$ cat src/rtl/sfd_pkg.sv
// Shared types and constants for the serial frame deframer.
`default_nettype none
package sfd_pkg;

  localparam int unsigned ByteW     = 8;
  localparam int unsigned LenW      = 7;
  localparam int unsigned KindW     = 2;
  localparam int unsigned CfgIdxW   = 1;
  localparam int unsigned CfgDataW  = 8;
  localparam int unsigned OutDataW  = 24;

  localparam logic [ByteW-1:0] SyncReset   = 8'h2A;
  localparam logic [LenW-1:0]  MaxPayReset = 7'd79;

  localparam logic [ByteW-1:0] CmdA = 8'h20;
  localparam logic [ByteW-1:0] CmdB = 8'h21;
  localparam logic [ByteW-1:0] CmdC = 8'h25;
  localparam logic [ByteW-1:0] CmdD = 8'h26;

  localparam logic [CfgIdxW-1:0] RegSyncByte   = 1'd0;
  localparam logic [CfgIdxW-1:0] RegMaxPayload = 1'd1;

  typedef enum logic [2:0] {
    PH_HUNT  = 3'd0,
    PH_LEN   = 3'd1,
    PH_CMD   = 3'd2,
    PH_DATA  = 3'd3,
    PH_CHECK = 3'd4
  } phase_e;

  typedef enum logic [KindW-1:0] {
    KIND_DATA = 2'd0,
    KIND_GOOD = 2'd1,
    KIND_BAD  = 2'd2
  } kind_e;

  typedef struct packed {
    kind_e            kind;
    logic [ByteW-1:0] data_byte;
    logic [ByteW-1:0] command_code;
    logic [LenW-1:0]  byte_index;
  } result_t;

  function automatic logic cmd_ok(input logic [ByteW-1:0] b);
    cmd_ok = (b == CmdA) || (b == CmdB) || (b == CmdC) || (b == CmdD);
  endfunction

endpackage
`default_nettype wire

$ cat src/rtl/sfd_parser.sv
// Frame parse state machine with length, command and checksum logic.
`default_nettype none
module sfd_parser
  import sfd_pkg::*;
(
  input  wire logic             clk_i,
  input  wire logic             rst_ni,
  input  wire logic             take_i,
  input  wire logic [ByteW-1:0] rx_byte_i,
  input  wire logic             last_i,
  input  wire logic [ByteW-1:0] sync_byte_i,
  input  wire logic [LenW-1:0]  max_payload_i,
  output logic                  res_valid_o,
  output result_t               res_o
);

  phase_e           phase_q, phase_d;
  logic [LenW-1:0]  len_q, len_d;
  logic [LenW-1:0]  cnt_q, cnt_d;
  logic [ByteW-1:0] sum_q, sum_d;
  logic [ByteW-1:0] cmd_q, cmd_d;
  logic [ByteW-1:0] len_m1;
  logic [LenW-1:0]  cnt_inc;

  assign len_m1  = rx_byte_i - 8'd1;
  assign cnt_inc = cnt_q + 7'd1;

  always_ff @(posedge clk_i or negedge rst_ni) begin
    if (!rst_ni) begin
      phase_q <= PH_HUNT;
      len_q   <= '0;
      cnt_q   <= '0;
      sum_q   <= '0;
      cmd_q   <= '0;
    end else if (take_i) begin
      phase_q <= phase_d;
      len_q   <= len_d;
      cnt_q   <= cnt_d;
      sum_q   <= sum_d;
      cmd_q   <= cmd_d;
    end
  end

  always_comb begin
    phase_d            = PH_HUNT;
    len_d              = len_q;
    cnt_d              = cnt_q;
    sum_d              = sum_q;
    cmd_d              = cmd_q;
    res_valid_o        = 1'b0;
    res_o.kind         = KIND_DATA;
    res_o.data_byte    = rx_byte_i;
    res_o.command_code = cmd_q;
    res_o.byte_index   = cnt_q;
    unique case (phase_q)
      PH_LEN: begin
        if (rx_byte_i != 8'd0 && len_m1 <= {1'b0, max_payload_i}) begin
          len_d   = len_m1[LenW-1:0];
          phase_d = PH_CMD;
        end
      end
      PH_CMD: begin
        if (cmd_ok(rx_byte_i)) begin
          cmd_d   = rx_byte_i;
          sum_d   = rx_byte_i;
          cnt_d   = '0;
          phase_d = (len_q == '0) ? PH_CHECK : PH_DATA;
        end
      end
      PH_DATA: begin
        res_valid_o = 1'b1;
        sum_d       = sum_q + rx_byte_i;
        cnt_d       = cnt_inc;
        phase_d     = (cnt_inc >= len_q) ? PH_CHECK : PH_DATA;
      end
      PH_CHECK: begin
        res_valid_o      = 1'b1;
        res_o.kind       = (sum_q == rx_byte_i) ? KIND_GOOD : KIND_BAD;
        res_o.byte_index = len_q;
      end
      default: begin
        phase_d = (rx_byte_i == sync_byte_i) ? PH_LEN : PH_HUNT;
      end
    endcase
    if (last_i) begin
      phase_d = PH_HUNT;
    end
  end

  a_data_cnt_below_len: assert property (@(posedge clk_i) disable iff (!rst_ni)
    phase_q == PH_DATA |-> cnt_q < len_q)
    else $error("payload count reached length while still in data phase");

  a_check_cnt_eq_len: assert property (@(posedge clk_i) disable iff (!rst_ni)
    phase_q == PH_CHECK |-> cnt_q == len_q)
    else $error("checksum phase entered before all payload bytes");

  a_last_hunts: assert property (@(posedge clk_i) disable iff (!rst_ni)
    take_i && last_i |=> phase_q == PH_HUNT)
    else $error("parser not hunting after end of chunk");

endmodule
`default_nettype wire

$ cat src/rtl/sfd_out_reg.sv
// Result register holding one parsed item for the output stream.
`default_nettype none
module sfd_out_reg
  import sfd_pkg::*;
(
  input  wire logic    clk_i,
  input  wire logic    rst_ni,
  input  wire logic    load_i,
  input  wire logic    res_valid_i,
  input  wire result_t res_i,
  input  wire logic    ready_i,
  output logic         valid_o,
  output result_t      res_o
);

  logic    valid_q;
  result_t res_q;

  always_ff @(posedge clk_i or negedge rst_ni) begin
    if (!rst_ni) begin
      valid_q <= 1'b0;
    end else if (load_i) begin
      valid_q <= res_valid_i;
    end else if (ready_i) begin
      valid_q <= 1'b0;
    end
  end

  always_ff @(posedge clk_i) begin
    if (load_i && res_valid_i) begin
      res_q <= res_i;
    end
  end

  assign valid_o = valid_q;
  assign res_o   = res_q;

endmodule
`default_nettype wire

$ cat src/rtl/serial_frame_deframer_top.sv
// Top level of the serial frame deframer: input register, parser, result register.
//
//  channel   dir  handshake                     payload
//  s_axis    in   s_axis_tvalid/tready          tdata rx_byte, tlast end_of_chunk
//  m_axis    out  m_axis_tvalid/tready          tdata data/cmd/index, tuser kind
//  cfg       in   cfg_we_i                      cfg_index_i, cfg_wdata_i
//
// One byte per cycle sustained while m_axis_tready does not stall the output; a request
// passes through the input register, then the parse logic into the result register.
// Reset clears phase, counters and valid flags; config registers take their defaults.
// A stalled output holds its result and the byte in the input register; the input
// register takes a request while it is empty or while its byte moves on.
`default_nettype none
module serial_frame_deframer_top
  import sfd_pkg::*;
(
  input  wire logic                clk_i,
  input  wire logic                rst_ni,
  input  wire logic                s_axis_tvalid,
  output logic                     s_axis_tready,
  input  wire logic [ByteW-1:0]    s_axis_tdata,   // [7:0] rx_byte
  input  wire logic                s_axis_tlast,
  output logic                     m_axis_tvalid,
  input  wire logic                m_axis_tready,
  output logic [OutDataW-1:0]      m_axis_tdata,   // [7:0] data_byte, [15:8] command_code,
                                                   // [22:16] byte_index, [23] zero
  output logic [KindW-1:0]         m_axis_tuser,   // [1:0] kind
  output logic                     m_axis_tlast,
  input  wire logic                cfg_we_i,
  input  wire logic [CfgIdxW-1:0]  cfg_index_i,
  input  wire logic [CfgDataW-1:0] cfg_wdata_i
);

  logic             in_valid_q;
  logic [ByteW-1:0] in_byte_q;
  logic             in_last_q;
  logic [ByteW-1:0] sync_q;
  logic [LenW-1:0]  maxpay_q;
  logic             advance;
  logic             take;
  logic             res_valid;
  result_t          res;
  result_t          out_res;

  assign advance       = !m_axis_tvalid || m_axis_tready;
  assign take          = in_valid_q && advance;
  assign s_axis_tready = !in_valid_q || take;

  always_ff @(posedge clk_i or negedge rst_ni) begin
    if (!rst_ni) begin
      in_valid_q <= 1'b0;
    end else if (s_axis_tvalid && s_axis_tready) begin
      in_valid_q <= 1'b1;
    end else if (take) begin
      in_valid_q <= 1'b0;
    end
  end

  always_ff @(posedge clk_i) begin
    if (s_axis_tvalid && s_axis_tready) begin
      in_byte_q <= s_axis_tdata;
      in_last_q <= s_axis_tlast;
    end
  end

  always_ff @(posedge clk_i or negedge rst_ni) begin
    if (!rst_ni) begin
      sync_q   <= SyncReset;
      maxpay_q <= MaxPayReset;
    end else if (cfg_we_i) begin
      unique case (cfg_index_i)
        RegSyncByte:   sync_q   <= cfg_wdata_i;
        RegMaxPayload: maxpay_q <= cfg_wdata_i[LenW-1:0];
        default: ;
      endcase
    end
  end

  sfd_parser u_parser (
    .clk_i         (clk_i),
    .rst_ni        (rst_ni),
    .take_i        (take),
    .rx_byte_i     (in_byte_q),
    .last_i        (in_last_q),
    .sync_byte_i   (sync_q),
    .max_payload_i (maxpay_q),
    .res_valid_o   (res_valid),
    .res_o         (res)
  );

  sfd_out_reg u_out_reg (
    .clk_i       (clk_i),
    .rst_ni      (rst_ni),
    .load_i      (take),
    .res_valid_i (res_valid),
    .res_i       (res),
    .ready_i     (m_axis_tready),
    .valid_o     (m_axis_tvalid),
    .res_o       (out_res)
  );

  assign m_axis_tdata = {1'b0, out_res.byte_index, out_res.command_code, out_res.data_byte};
  assign m_axis_tuser = out_res.kind;
  assign m_axis_tlast = (out_res.kind != KIND_DATA);

  a_kind_legal: assert property (@(posedge clk_i) disable iff (!rst_ni)
    m_axis_tvalid |-> (m_axis_tuser == KIND_DATA || m_axis_tuser == KIND_GOOD ||
                       m_axis_tuser == KIND_BAD))
    else $error("reserved kind code on output");

  a_no_take_when_blocked: assert property (@(posedge clk_i) disable iff (!rst_ni)
    m_axis_tvalid && !m_axis_tready |-> !take)
    else $error("parser advanced while result register was stalled");

endmodule
`default_nettype wire
$ cat config.mk
export PLATFORM = sky130hd
export DESIGN_NAME = serial_frame_deframer_top
export DESIGN_NICKNAME = d
export VERILOG_FILES = /design/src/rtl/sfd_pkg.sv /design/src/rtl/sfd_parser.sv /design/src/rtl/sfd_out_reg.sv /design/src/rtl/serial_frame_deframer_top.sv
export SDC_FILE = /design/constraint.sdc
export NUM_CORES = 1
export LEC_CHECK = 0
export BUFFER_PORTS_ARGS = -buffer_cell sky130_fd_sc_hd__buf_2
export CAP_MARGIN = 20
export CELL_PAD_IN_SITES_DETAIL_PLACEMENT = 0
export CELL_PAD_IN_SITES_GLOBAL_PLACEMENT = 1
export CORE_MARGIN = 1
export CORE_UTILIZATION = 50
export CTS_BUF_LIST = sky130_fd_sc_hd__clkbuf_16
export CTS_CLUSTER_SIZE = 12
export DETAILED_ROUTE_END_ITERATION = 10
export PLACE_DENSITY = 0.88
export REMOVE_ABC_BUFFERS = 1
export SYNTH_ARGS = -nofsm -noshare
export SYNTH_HDL_FRONTEND = slang
export SYNTH_SLANG_ARGS = --single-unit
$ cat constraint.sdc
create_clock -name clk_i -period 6.7 [get_ports clk_i]
set_input_delay 1.005 -clock clk_i [delete_from_list [all_inputs] [get_ports clk_i]]
set_output_delay 1.005 -clock clk_i [all_outputs]
set_load 0.01 [all_outputs]
==> results of run 1 <==
layout make-up:
class | instances | area, µm²
Clock buffer | 9 | 225
Fill cell | 640 | 3110
Timing Repair Buffer | 51 | 258
Tap cell | 102 | 128
Multi-Input combinational cell | 234 | 1750
Inverter | 22 | 82.6
Sequential cell | 84 | 2280
Clock inverter | 7 | 52.6
how the worst max path moves through the flow:
stage,slack (ns),to,start
3_3_place_gp,3.58,u_parser.sum_q[2],m_axis_tready
5_1_grt,3.49,u_parser.len_q[4],in_byte_q[0]
6_report,3.63,u_parser.len_q[5],in_byte_q[0]
2_1_floorplan,3.86,u_parser.len_q[0],in_byte_q[1]
3_5_place_dp,3.52,u_parser.sum_q[2],m_axis_tready
4_1_cts,3.62,u_parser.len_q[6],in_byte_q[0]
registers in the layout (all words and copies together), names as in the netlist, 3 cells and up:
name	count
sync_q	8
u_out_reg.res_o	25
u_parser.cmd_q	8
in_byte_q	8
maxpay_q	7
u_parser.len_q	7
u_parser.cnt_q	7
u_parser.sum_q	8
u_parser.phase_q	3
cells by family (layout without fill, tap and decap cells):
kind of cell,after synthesis,after routing
other cells,1,1
buf+inv,32,89
compound gates,49,49
xor+xnor,24,24
simple gates,104,104
fa+ha+maj,26,26
flops,84,84
mux,30,30
critical path, stage by stage, from the launching register on:
cell	delay (ns)
edfxtp_1	0.54
or3_1	0.47
or3_1	0.34
xnor2_1	0.15
ha_1	0.33
nand4_1	0.12
o21bai_1	0.18
a32o_1	0.31
nand4_4	0.17
mux2_2	0.35
power by group:
part,total [mW],switching (mW),leakage (nW),internal [mW]
combinational,0.0954,0.0498,1.06,0.0456
sequential,0.584,0.0235,0.925,0.561
clock,0.458,0.206,0.129,0.252
metal layers:
layer / track usage, % / up-vias
met5: 0 / -
met2: 33.2 / 93
met3: 4.39 / 16
li1: - / 1366
met1: 28.1 / 1387
met4: 10.4 / 0
through the flow:
stage          cells  util [%]
2_1_floorplan    340         -
3_3_place_gp     493      57.1
3_5_place_dp     493      57.1
4_1_cts          509      60.6
5_1_grt          509      60.6
6_report         509      60.6
cells in the mapped netlist (all sizes together), types with 2 or more instances:
master,count
nor2b,6
or3,6
a211oi,2
mux2,28
nand3,14
mux2i,2
buf,3
nand2,24
o21ai,17
nand2b,4
nor3b,6
a32o,2
and2,6
o211ai,2
and3,3
a21o,8
edfxtp,34
inv,22
nor4,5
nand4,4
a21oi,11
nor3,8
clkbuf,7
xnor2,7
dfstp,8
a22o,2
or4,3
xor2,17
nor2,13
dfrtp,42
ha,25
==> reports/metrics.yaml, run 1 <==
cts_tree: "yes"
fin_area_mm2: 0.00478
fin_setup_tns_ns: 0
async_reset_ff_share_pct: 59.5
cts-root-buf: "clkbuf_16"
leakagePower_nw: 2.11
dr_wl_met3_um: 506
nets: 451
slew-limit-headroom_pct: 34.4
seq_area_frac_synth_pct: 54.8
p_per_area_mw_per_mm2: 238
holdPathEnd: "u_out_reg.res_o[9]"
syn_inst: 350
place_ws_ns: 3.52
setup_viol: 0
startpoint_type: "register"
hold_violations: 0
n_antenna_cell: 0
cts_inserted_buffers: 9
grt_pass1_vias: 2796
ir_worst_vdd_mv: 0.159
drv_slew: 0
max_freq_mhz: 325
antenna_found_initial: 0
yosysUniqueCellTypes: 45
clock_latency_ns: 0.33
drc_errors: 0
clk_path_buf_depth: 2
fp.dieW_um: 93.3
critPathCaptureType: "register"
top_layer: "met4"
cts_setup_buffers: 0
clkTransAtPathRegs_ns: 0.06
fin_crit_sh_pct: 45.9
grt.total_usage_pct: 21.2
drt-pass1-iter-count: 4
design.core.area_mm2: 0.00789
min_period_ns: 3.07
grt_pass1_wl_um: 13700
netlist.top_cell.by_area: "dfrtp_1"
hold_ws_ns: 0.442
synthAdderAreaFrac_pct: 7.99
finalClockSkew_ns: 0.00405
synth_top_family_by_area: "simple AND/OR/NAND/NOR gates"
grt_start_max_net_pins: 51
place_congestion: 0.856
synth-compound-area-share_pct: 7.45
routedWlPerCell_um: 16.4
worst_pin_slew_ns: 0.984
place_area_mm2: 0.00450
drt-met1-wl_um: 3830
layout_common_cells: "buf_2 (50), dfrtp_1 (42), edfxtp_1 (34), mux2_2 (28), ha_1 (25)"
drive_above_1_share_pct: 26.0
synthSimpleGateAreaFrac_pct: 13.5
maxCapViolations: 0
cts_sinks: 84
start_util_pct: 52.8
worstHoldPathCells: 0
r2r_setup_slack_ns: 3.63
synth_top_area_share_pct: 25.2
synth_area_mm2: 0.00417
wl_met2_um: 3840
vias: 2862
ys_top_cells_by_area: "dfrtp_1 (25%), edfxtp_1 (24%), mux2_2 (7.6%), ha_1 (7.5%), dfstp_2 (5.0%)"
fin_ws_ns: 3.63
area_delta_synth_final_pct: 14.7
crit_required_ns: 6.92
cp_max_fo: 9
rsz0062_at_grt: "false"
num_rows: 32
synth-seq-cells: 84
synthMuxAreaShare_pct: 8.05
worstReg2RegStart: "in_byte_q[0]"
portBuffers: 50
timing.rr.end: "u_parser.len_q[5]"
io_pins: 52
gr-total-overflow: 0
min_from: "u_parser.cmd_q[2]"
die_area_mm2: 0.00870
ys_warn_count: 0
layout_commonest_cell: "buf_2"
fp.dieH_um: 93.3
drt_iter0_markers: 128
arrival_ns: 3.29
synth_ff_type: "dfrtp_1"
power_mw: 1.14
status: "completed"
ant_nets: 0
ctsHoldBuffers: 0
synth_xor_area_share_pct: 5.04
h-tree-depth: 3
ff2ff_path_depth: 9
totalWireLength_um: 8370
syn_area_per_cell_um2: 11.9
crit_type: "register to register"
vias_per_cell: 5.62
hold_class: "register to register"
dpl.hpwl_um: 6030
synth_edf_count: 34
cts_resized: 0
Power figures use the tool's default switching activity.
==> run 2, diff against run 1 <==
ABC_AREA = 1   (was not set)
CORE_UTILIZATION = 45   (was 50)
PLACE_DENSITY = 0.83   (was 0.88)
clock period = 3 ns   (was 6.7 ns; I/O delays follow)
==> run 2 against run 1 <==
Against the previous run: combinational power grew to 2.7 times the previous value; worst setup slack worse by 3.1 ns; first-iteration DRC count decreased by 20%; cell area up 5.4%; total power rose by 130%; core utilization is 6.1 points lower; critical path depth grew 7; non-clock buffer count grew 7; highest routed layer unchanged.
==> reports/metrics.yaml, run 2 <==
ctsHoldBuffers: 0  # unchanged
place_congestion: 0.828  # was 0.856
arrival_ns: 2.72  # was 3.29 ns
cts_sinks: 84  # unchanged
gr-total-overflow: 0  # unchanged
crit_required_ns: 3.22  # was 6.92 ns
vias: 3153  # was 2862
io_pins: 52  # unchanged
syn_area_per_cell_um2: 9.57  # was 11.9 µm²
ant_nets: 0  # unchanged
drive_above_1_share_pct: 19.8  # was 26.0%
hold_class: "input port to asynchronous set/reset pin"  # was register to register
cts_inserted_buffers: 9  # unchanged
p_per_area_mw_per_mm2: 529  # was 238 mW/mm²
totalWireLength_um: 8870  # was 8370 µm
drt_iter0_markers: 103  # was 128
layout_commonest_cell: "nand2_1"  # was buf_2
ys_top_cells_by_area: "dfrtp_1 (24%), edfxtp_1 (24%), nand2_1 (9.4%), ha_1 (7.3%), inv_1 (5.6%)"  # was dfrtp_1 (25%), edfxtp_1 (24%), mux2_2 (7.6%), ha_1 (7.5%), dfstp_2 (5.0%)
num_rows: 35  # was 32
synth_edf_count: 34  # unchanged
multiInputGateArea_mm2: 0.00173  # was 0.00175 mm²
max_stage_delay_ns: 0.50  # was 0.54 ns
seqCellArea_mm2: 0.00228  # unchanged
max_freq_mhz: 400  # was 325 MHz
largest_register_ffs: 25  # unchanged
fin_ws_ns: 0.501  # was 3.63 ns
status: "completed"  # unchanged
yosysUniqueCellTypes: 39  # was 45
fp.dieW_um: 99.7  # was 93.3 µm
grt_pass1_wl_um: 15200  # was 13700 µm
fin_crit_sh_pct: 83.3  # was 45.9%
clk_path_buf_depth: 2  # unchanged
hold_ws_ns: 0.0677  # was 0.442 ns
cts_resized: 0  # unchanged
placedCellCount: 628  # was 493
nFillCells: 850  # was 640
drv_slew: 0  # unchanged
start_util_pct: 46.5  # was 52.8%
die_area_mm2: 0.00995  # was 0.00870 mm²
place_ws_ns: 0.523  # was 3.52 ns
min_period_ns: 2.50  # was 3.07 ns
routedWlPerCell_um: 13.8  # was 16.4 µm
syn_inst: 449  # was 350
async_reset_ff_share_pct: 59.5  # unchanged
cts-root-buf: "clkbuf_16"  # unchanged
fp.dieH_um: 99.7  # was 93.3 µm
synth-seq-cells: 84  # unchanged
grt_start_max_net_pins: 31  # was 51
h-tree-depth: 3  # unchanged
hold_violations: 0  # unchanged
path_cells: "inv_1, ha_1, xor2_1, ha_1, nand2_1, inv_1, nand2_1, nand2_1, nand2_1, nand2_1, nand2_1, nand2_1, nand2_2, nand3_4, nand2_1, nand2_1"  # was or3_1, or3_1, xnor2_1, ha_1, nand4_1, o21bai_1, a32o_1, nand4_4, mux2_2
antenna_found_initial: 0  # unchanged
portBuffers: 50  # unchanged
n_antenna_cell: 0  # unchanged
grt.total_usage_pct: 20.0  # was 21.2%
leakagePower_nw: 2.41  # was 2.11 nW
fin_cells: 644  # was 509
cp_max_fo: 9  # unchanged
crit_type: "register to register"  # unchanged
fin_setup_tns_ns: 0  # unchanged
critPathCaptureType: "register"  # unchanged
ir_worst_vdd_mv: 0.289  # was 0.159 mV
drc_errors: 0  # unchanged
seq_area_frac_synth_pct: 53.1  # was 54.8%
layout_common_cells: "nand2_1 (108), inv_1 (64), buf_2 (50), dfrtp_1 (42), o21ai_0 (35)"  # was buf_2 (50), dfrtp_1 (42), edfxtp_1 (34), mux2_2 (28), ha_1 (25)
cts_setup_buffers: 0  # unchanged
cpMostUsedCell: "nand2_1"  # was or3_1
startpoint_type: "register"  # unchanged
cts_tree: "yes"  # unchanged
slew-limit-headroom_pct: 63.5  # was 34.4%
rsz0062_at_grt: "false"  # unchanged
place_area_mm2: 0.00474  # was 0.00450 mm²
nets: 559  # was 451
synth_area_mm2: 0.00430  # was 0.00417 mm²
ys_warn_count: 0  # unchanged
netlist.top_cell.by_area: "dfrtp_1"  # unchanged
area_delta_synth_final_pct: 17.3  # was 14.7%
slowest_stage: "edfxtp_1"  # unchanged
dpl.hpwl_um: 6520  # was 6030 µm
grt_pass1_vias: 3172  # was 2796
finalClockSkew_ns: 0.00839  # was 0.00405 ns
synth_top_cells_by_count: "nand2_1 (108), inv_1 (64), dfrtp_1 (42)"  # was dfrtp_1 (42), edfxtp_1 (34), mux2_2 (28)
synth.most_common_cell: "nand2_1"  # was dfrtp_1
setup_viol: 0  # unchanged
synth_ff_type: "dfrtp_1"  # unchanged
worst_pin_slew_ns: 0.547  # was 0.984 ns
clock_latency_ns: 0.34  # was 0.33 ns
vias_per_cell: 4.90  # was 5.62
clkTransAtPathRegs_ns: 0.07  # was 0.06 ns
synth_top_area_share_pct: 24.5  # was 25.2%
drt-pass1-iter-count: 4  # unchanged
design.core.area_mm2: 0.00924  # was 0.00789 mm²
fin_area_mm2: 0.00504  # was 0.00478 mm²
maxCapViolations: 0  # unchanged
## run 2: critical path: cells and delay by family, from the launching register on
kind | cells | cell delay (ns)
AND/OR/NAND/NOR | 11 | 0.81
adder cells (fa/ha/maj) | 2 | 0.54
flip-flops | 1 | 0.50
buffers and inverters | 2 | 0.27
XOR/XNOR | 1 | 0.26
## run 2: layout make-up
type,instances,share of cell area (%)
flip-flops and latches,84,45.3
multi-input cells,291,34.2
inverters,66,4.92
clock buffers,9,4.47
clock inverters,7,1.49
well taps,129,3.20
repair buffers,58,6.41
## run 2: cells by family after synthesis
logic type	count (synthesis)	share of synthesized area (%)
buffers and inverters	74	6.81
adder cells (fa/ha/maj)	26	7.74
multiplexers	2	0.524
other	1	0.0873
AO/OA/AOI/OAI	58	7.37
AND/OR/NAND/NOR	181	19.7
XOR/XNOR	23	4.69
flip-flops	84	53.1
## run 2: worst paths after layout
check	startpoint	to	slack, ns	cells past startpoint
worst max-delay path	in_byte_q[1]	u_parser.len_q[0]	0.50	16
worst min-delay path	rst_ni	sync_q[4]	0.07	1
worst min register to register	u_parser.cmd_q[7]	u_out_reg.res_o[14]	0.45	0
min in group clk_i	s_axis_tdata[5]	in_byte_q[5]	0.29	1
worst max register to register	in_byte_q[1]	u_parser.len_q[0]	0.50	16
max in group asynchronous	rst_ni	maxpay_q[1]	2.20	3
## run 2: routing by layer
metal | routed length (µm) | GRT usage [%] | vias up | part of all wire, %
met4 | 163 | 6.90 | 0 | 1.8
met2 | 4120 | 33.5 | 86 | 46
li1 | - | - | 1604 | -
met5 | 0 | 0 | - | 0
met3 | 434 | 4.43 | 15 | 4.9
met1 | 4150 | 25.7 | 1448 | 47
## run 2: report_power, final
group | switching (mW) | internal (mW) | total, mW
Sequential | 0.0437 | 1.25 | 1.29
Clock | 0.467 | 0.649 | 1.12
Combinational | 0.154 | 0.104 | 0.258
## run 2: through the flow
step                      total power, mW  utilization [%]
after detailed placement             1.57             51.3
after global placement               1.56             51.1
after CTS                            2.69             54.5
final                                2.67             54.5
after floorplan                      1.48                -
after global routing                 2.79             54.5
==> run 3, diff against run 2 <==
clock period = 2.4 ns   (was 3 ns; I/O delays follow)
==> run 3 against run 2 <==
Against the previous run: count of clock-buffer cells in the layout unchanged; critical path depth shrank 4; sequential power is 24% higher; hold slack worse by 0.020 ns; first-iteration DRC count rose by 49%; combinational power rose by 40%; critical path type unchanged.
==> reports/metrics.yaml, run 3 (synthesized netlist as in run 2, its figures left out) <==
grt.total_usage_pct: 19.8  # was 20.0%
grt_start_max_net_pins: 27  # was 31
dpl.hpwl_um: 6620  # was 6520 µm
maxCapViolations: 0  # unchanged
area_delta_synth_final_pct: 21.6  # was 17.3%
fp.dieW_um: 99.7  # unchanged
fp.dieH_um: 99.7  # unchanged
crit_required_ns: 2.67  # was 3.22 ns
crit_type: "register to register"  # unchanged
layout_commonest_cell: "nand2_1"  # unchanged
cts-root-buf: "clkbuf_16"  # unchanged
place_area_mm2: 0.00480  # was 0.00474 mm²
r2r_setup_slack_ns: 0.16  # was 0.50 ns
drive_above_1_share_pct: 24.1  # was 19.8%
start_util_pct: 46.5  # unchanged
fin_crit_sh_pct: 93.4  # was 83.3%
cp-endpoint: "u_parser.len_q[2]"  # was u_parser.len_q[0]
multiInputGateArea_mm2: 0.00182  # was 0.00173 mm²
rsz0062_at_grt: "false"  # unchanged
nets: 571  # was 559
setup_viol: 0  # unchanged
min_period_ns: 2.24  # was 2.50 ns
grt_pass1_wl_um: 14900  # was 15200 µm
timing.rr.end: "u_parser.len_q[2]"  # was u_parser.len_q[0]
num_rows: 35  # unchanged
totalWireLength_um: 9160  # was 8870 µm
critPathCaptureType: "register"  # unchanged
ctsHoldBuffers: 0  # unchanged
place_congestion: 0.928  # was 0.828
largest_register_ffs: 25  # unchanged
cts_sinks: 84  # unchanged
fin_area_mm2: 0.00523  # was 0.00504 mm²
max_stage_delay_ns: 0.40  # was 0.50 ns
p_per_area_mw_per_mm2: 638  # was 529 mW/mm²
hold_violations: 0  # unchanged
ir_worst_vdd_mv: 0.352  # was 0.289 mV
drv_slew: 0  # unchanged
slowest_stage: "edfxtp_1"  # unchanged
routedWlPerCell_um: 14.0  # was 13.8 µm
max_freq_mhz: 446  # was 400 MHz
vias: 3197  # was 3153
leakagePower_nw: 2.47  # was 2.41 nW
antenna_found_initial: 0  # unchanged
drc_errors: 0  # unchanged
startpoint_type: "register"  # unchanged
io_pins: 52  # unchanged
seqCellArea_mm2: 0.00228  # about the same
place_ws_ns: 0.0160  # was 0.523 ns
clk_path_buf_depth: 2  # unchanged
path_buf_inv: 2  # unchanged
crit_start: "in_byte_q[0]"  # was in_byte_q[1]
path_cells: "inv_2, ha_2, nand3_2, nor2_2, nand2_1, xor2_2, ha_1, nand4_1, buf_4, nand2_2, nand4_1, nand2_1"  # was inv_1, ha_1, xor2_1, ha_1, nand2_1, inv_1, nand2_1, nand2_1, nand2_1, nand2_1, nand2_1, nand2_1, nand2_2, nand3_4, nand2_1, nand2_1
arrival_ns: 2.51  # was 2.72 ns
cts_tree: "yes"  # unchanged
drt-pass1-iter-count: 4  # unchanged
grt_pass1_vias: 3059  # was 3172
nFillCells: 845  # was 850
fin_ws_ns: 0.159  # was 0.501 ns
worst_pin_slew_ns: 0.643  # was 0.547 ns
layout_common_cells: "nand2_1 (108), inv_1 (63), buf_2 (50), dfrtp_1 (41), o21ai_0 (35)"  # was nand2_1 (108), inv_1 (64), buf_2 (50), dfrtp_1 (42), o21ai_0 (35)
critPathTopFamily: "simple AND/OR/NAND/NOR gates"  # unchanged
gr-total-overflow: 0  # unchanged
h-tree-depth: 3  # unchanged
vias_per_cell: 4.87  # was 4.90
portBuffers: 50  # unchanged
n_antenna_cell: 0  # unchanged
die_area_mm2: 0.00995  # unchanged
power_mw: 3.33  # was 2.67 mW
slew-limit-headroom_pct: 57.1  # was 63.5%
hold_class: "input port to asynchronous set/reset pin"  # unchanged
clkTransAtPathRegs_ns: 0.07  # about the same
finalClockSkew_ns: 0.00728  # was 0.00839 ns
cp_max_fo: 5  # was 9
clock_latency_ns: 0.33  # was 0.34 ns
status: "completed"  # unchanged
cts_inserted_buffers: 9  # unchanged
drt_iter0_markers: 153  # was 103
design.core.area_mm2: 0.00924  # unchanged
worstReg2RegStart: "in_byte_q[0]"  # was in_byte_q[1]
ant_nets: 0  # unchanged
ff2ff_path_depth: 12  # was 16
path_depth: 12  # was 16
-- run 3: cell count changes in the layout (fill, tap and decap cells not counted), sizes merged --
cell / change
nand2: +1
buf: +11
clkinvlp: -1
clkinv: +1
-- run 3: stage by stage --
step                std cells  util (%)  hold WS (ns)  TNS (ns)
finish                    656      56.6        0.0478         0
global route              656      56.6        0.0811         0
CTS                       651      55.2        0.0488         0
detailed placement        635      52.0         0.412         0
global placement          635      52.0         0.407         0
floorplan                 441         -        0.0644     -1.52
-- run 3: metal layers --
layer	track usage [%]	share of wire (%)
met5	0	0
met2	32.9	48
met1	25.5	48
met3	4.01	3.0
met4	7.13	1.4
-- run 3: worst min path at each step --
stage | startpoint | cells past startpoint | slack (ns) | end
floorplan | rst_ni | 0 | 0.06 | in_valid_q
global placement | rst_ni | 1 | 0.41 | u_parser.sum_q[7]
detailed placement | rst_ni | 1 | 0.41 | u_parser.sum_q[7]
CTS | rst_ni | 1 | 0.05 | u_parser.sum_q[6]
global route | rst_ni | 1 | 0.08 | u_parser.sum_q[6]
finish | rst_ni | 1 | 0.05 | u_parser.sum_q[6]
-- run 3: final cells by class --
cell class / instances / share of cell area, %
Clock buffer: 9 / 4.31
Clock inverter: 7 / 1.29
Multi-Input combinational cell: 292 / 34.9
Inverter: 66 / 4.74
Tap cell: 129 / 3.09
Timing Repair Buffer: 69 / 8.00
Sequential cell: 84 / 43.7
-- run 3: where the power goes --
group / switching [mW] / leakage, nW / total (mW) / internal [mW]
Sequential: 0.0445 / 0.946 / 1.60 / 1.56
Combinational: 0.215 / 1.38 / 0.361 / 0.146
Clock: 0.564 / 0.145 / 1.37 / 0.802
-- run 3: timing repair --
item,in CTS,in global routing
setup buffers,0,4
endpoints found under the setup margin,2,10
pin swaps,0,4
resized for setup,1,17
cloned,0,1
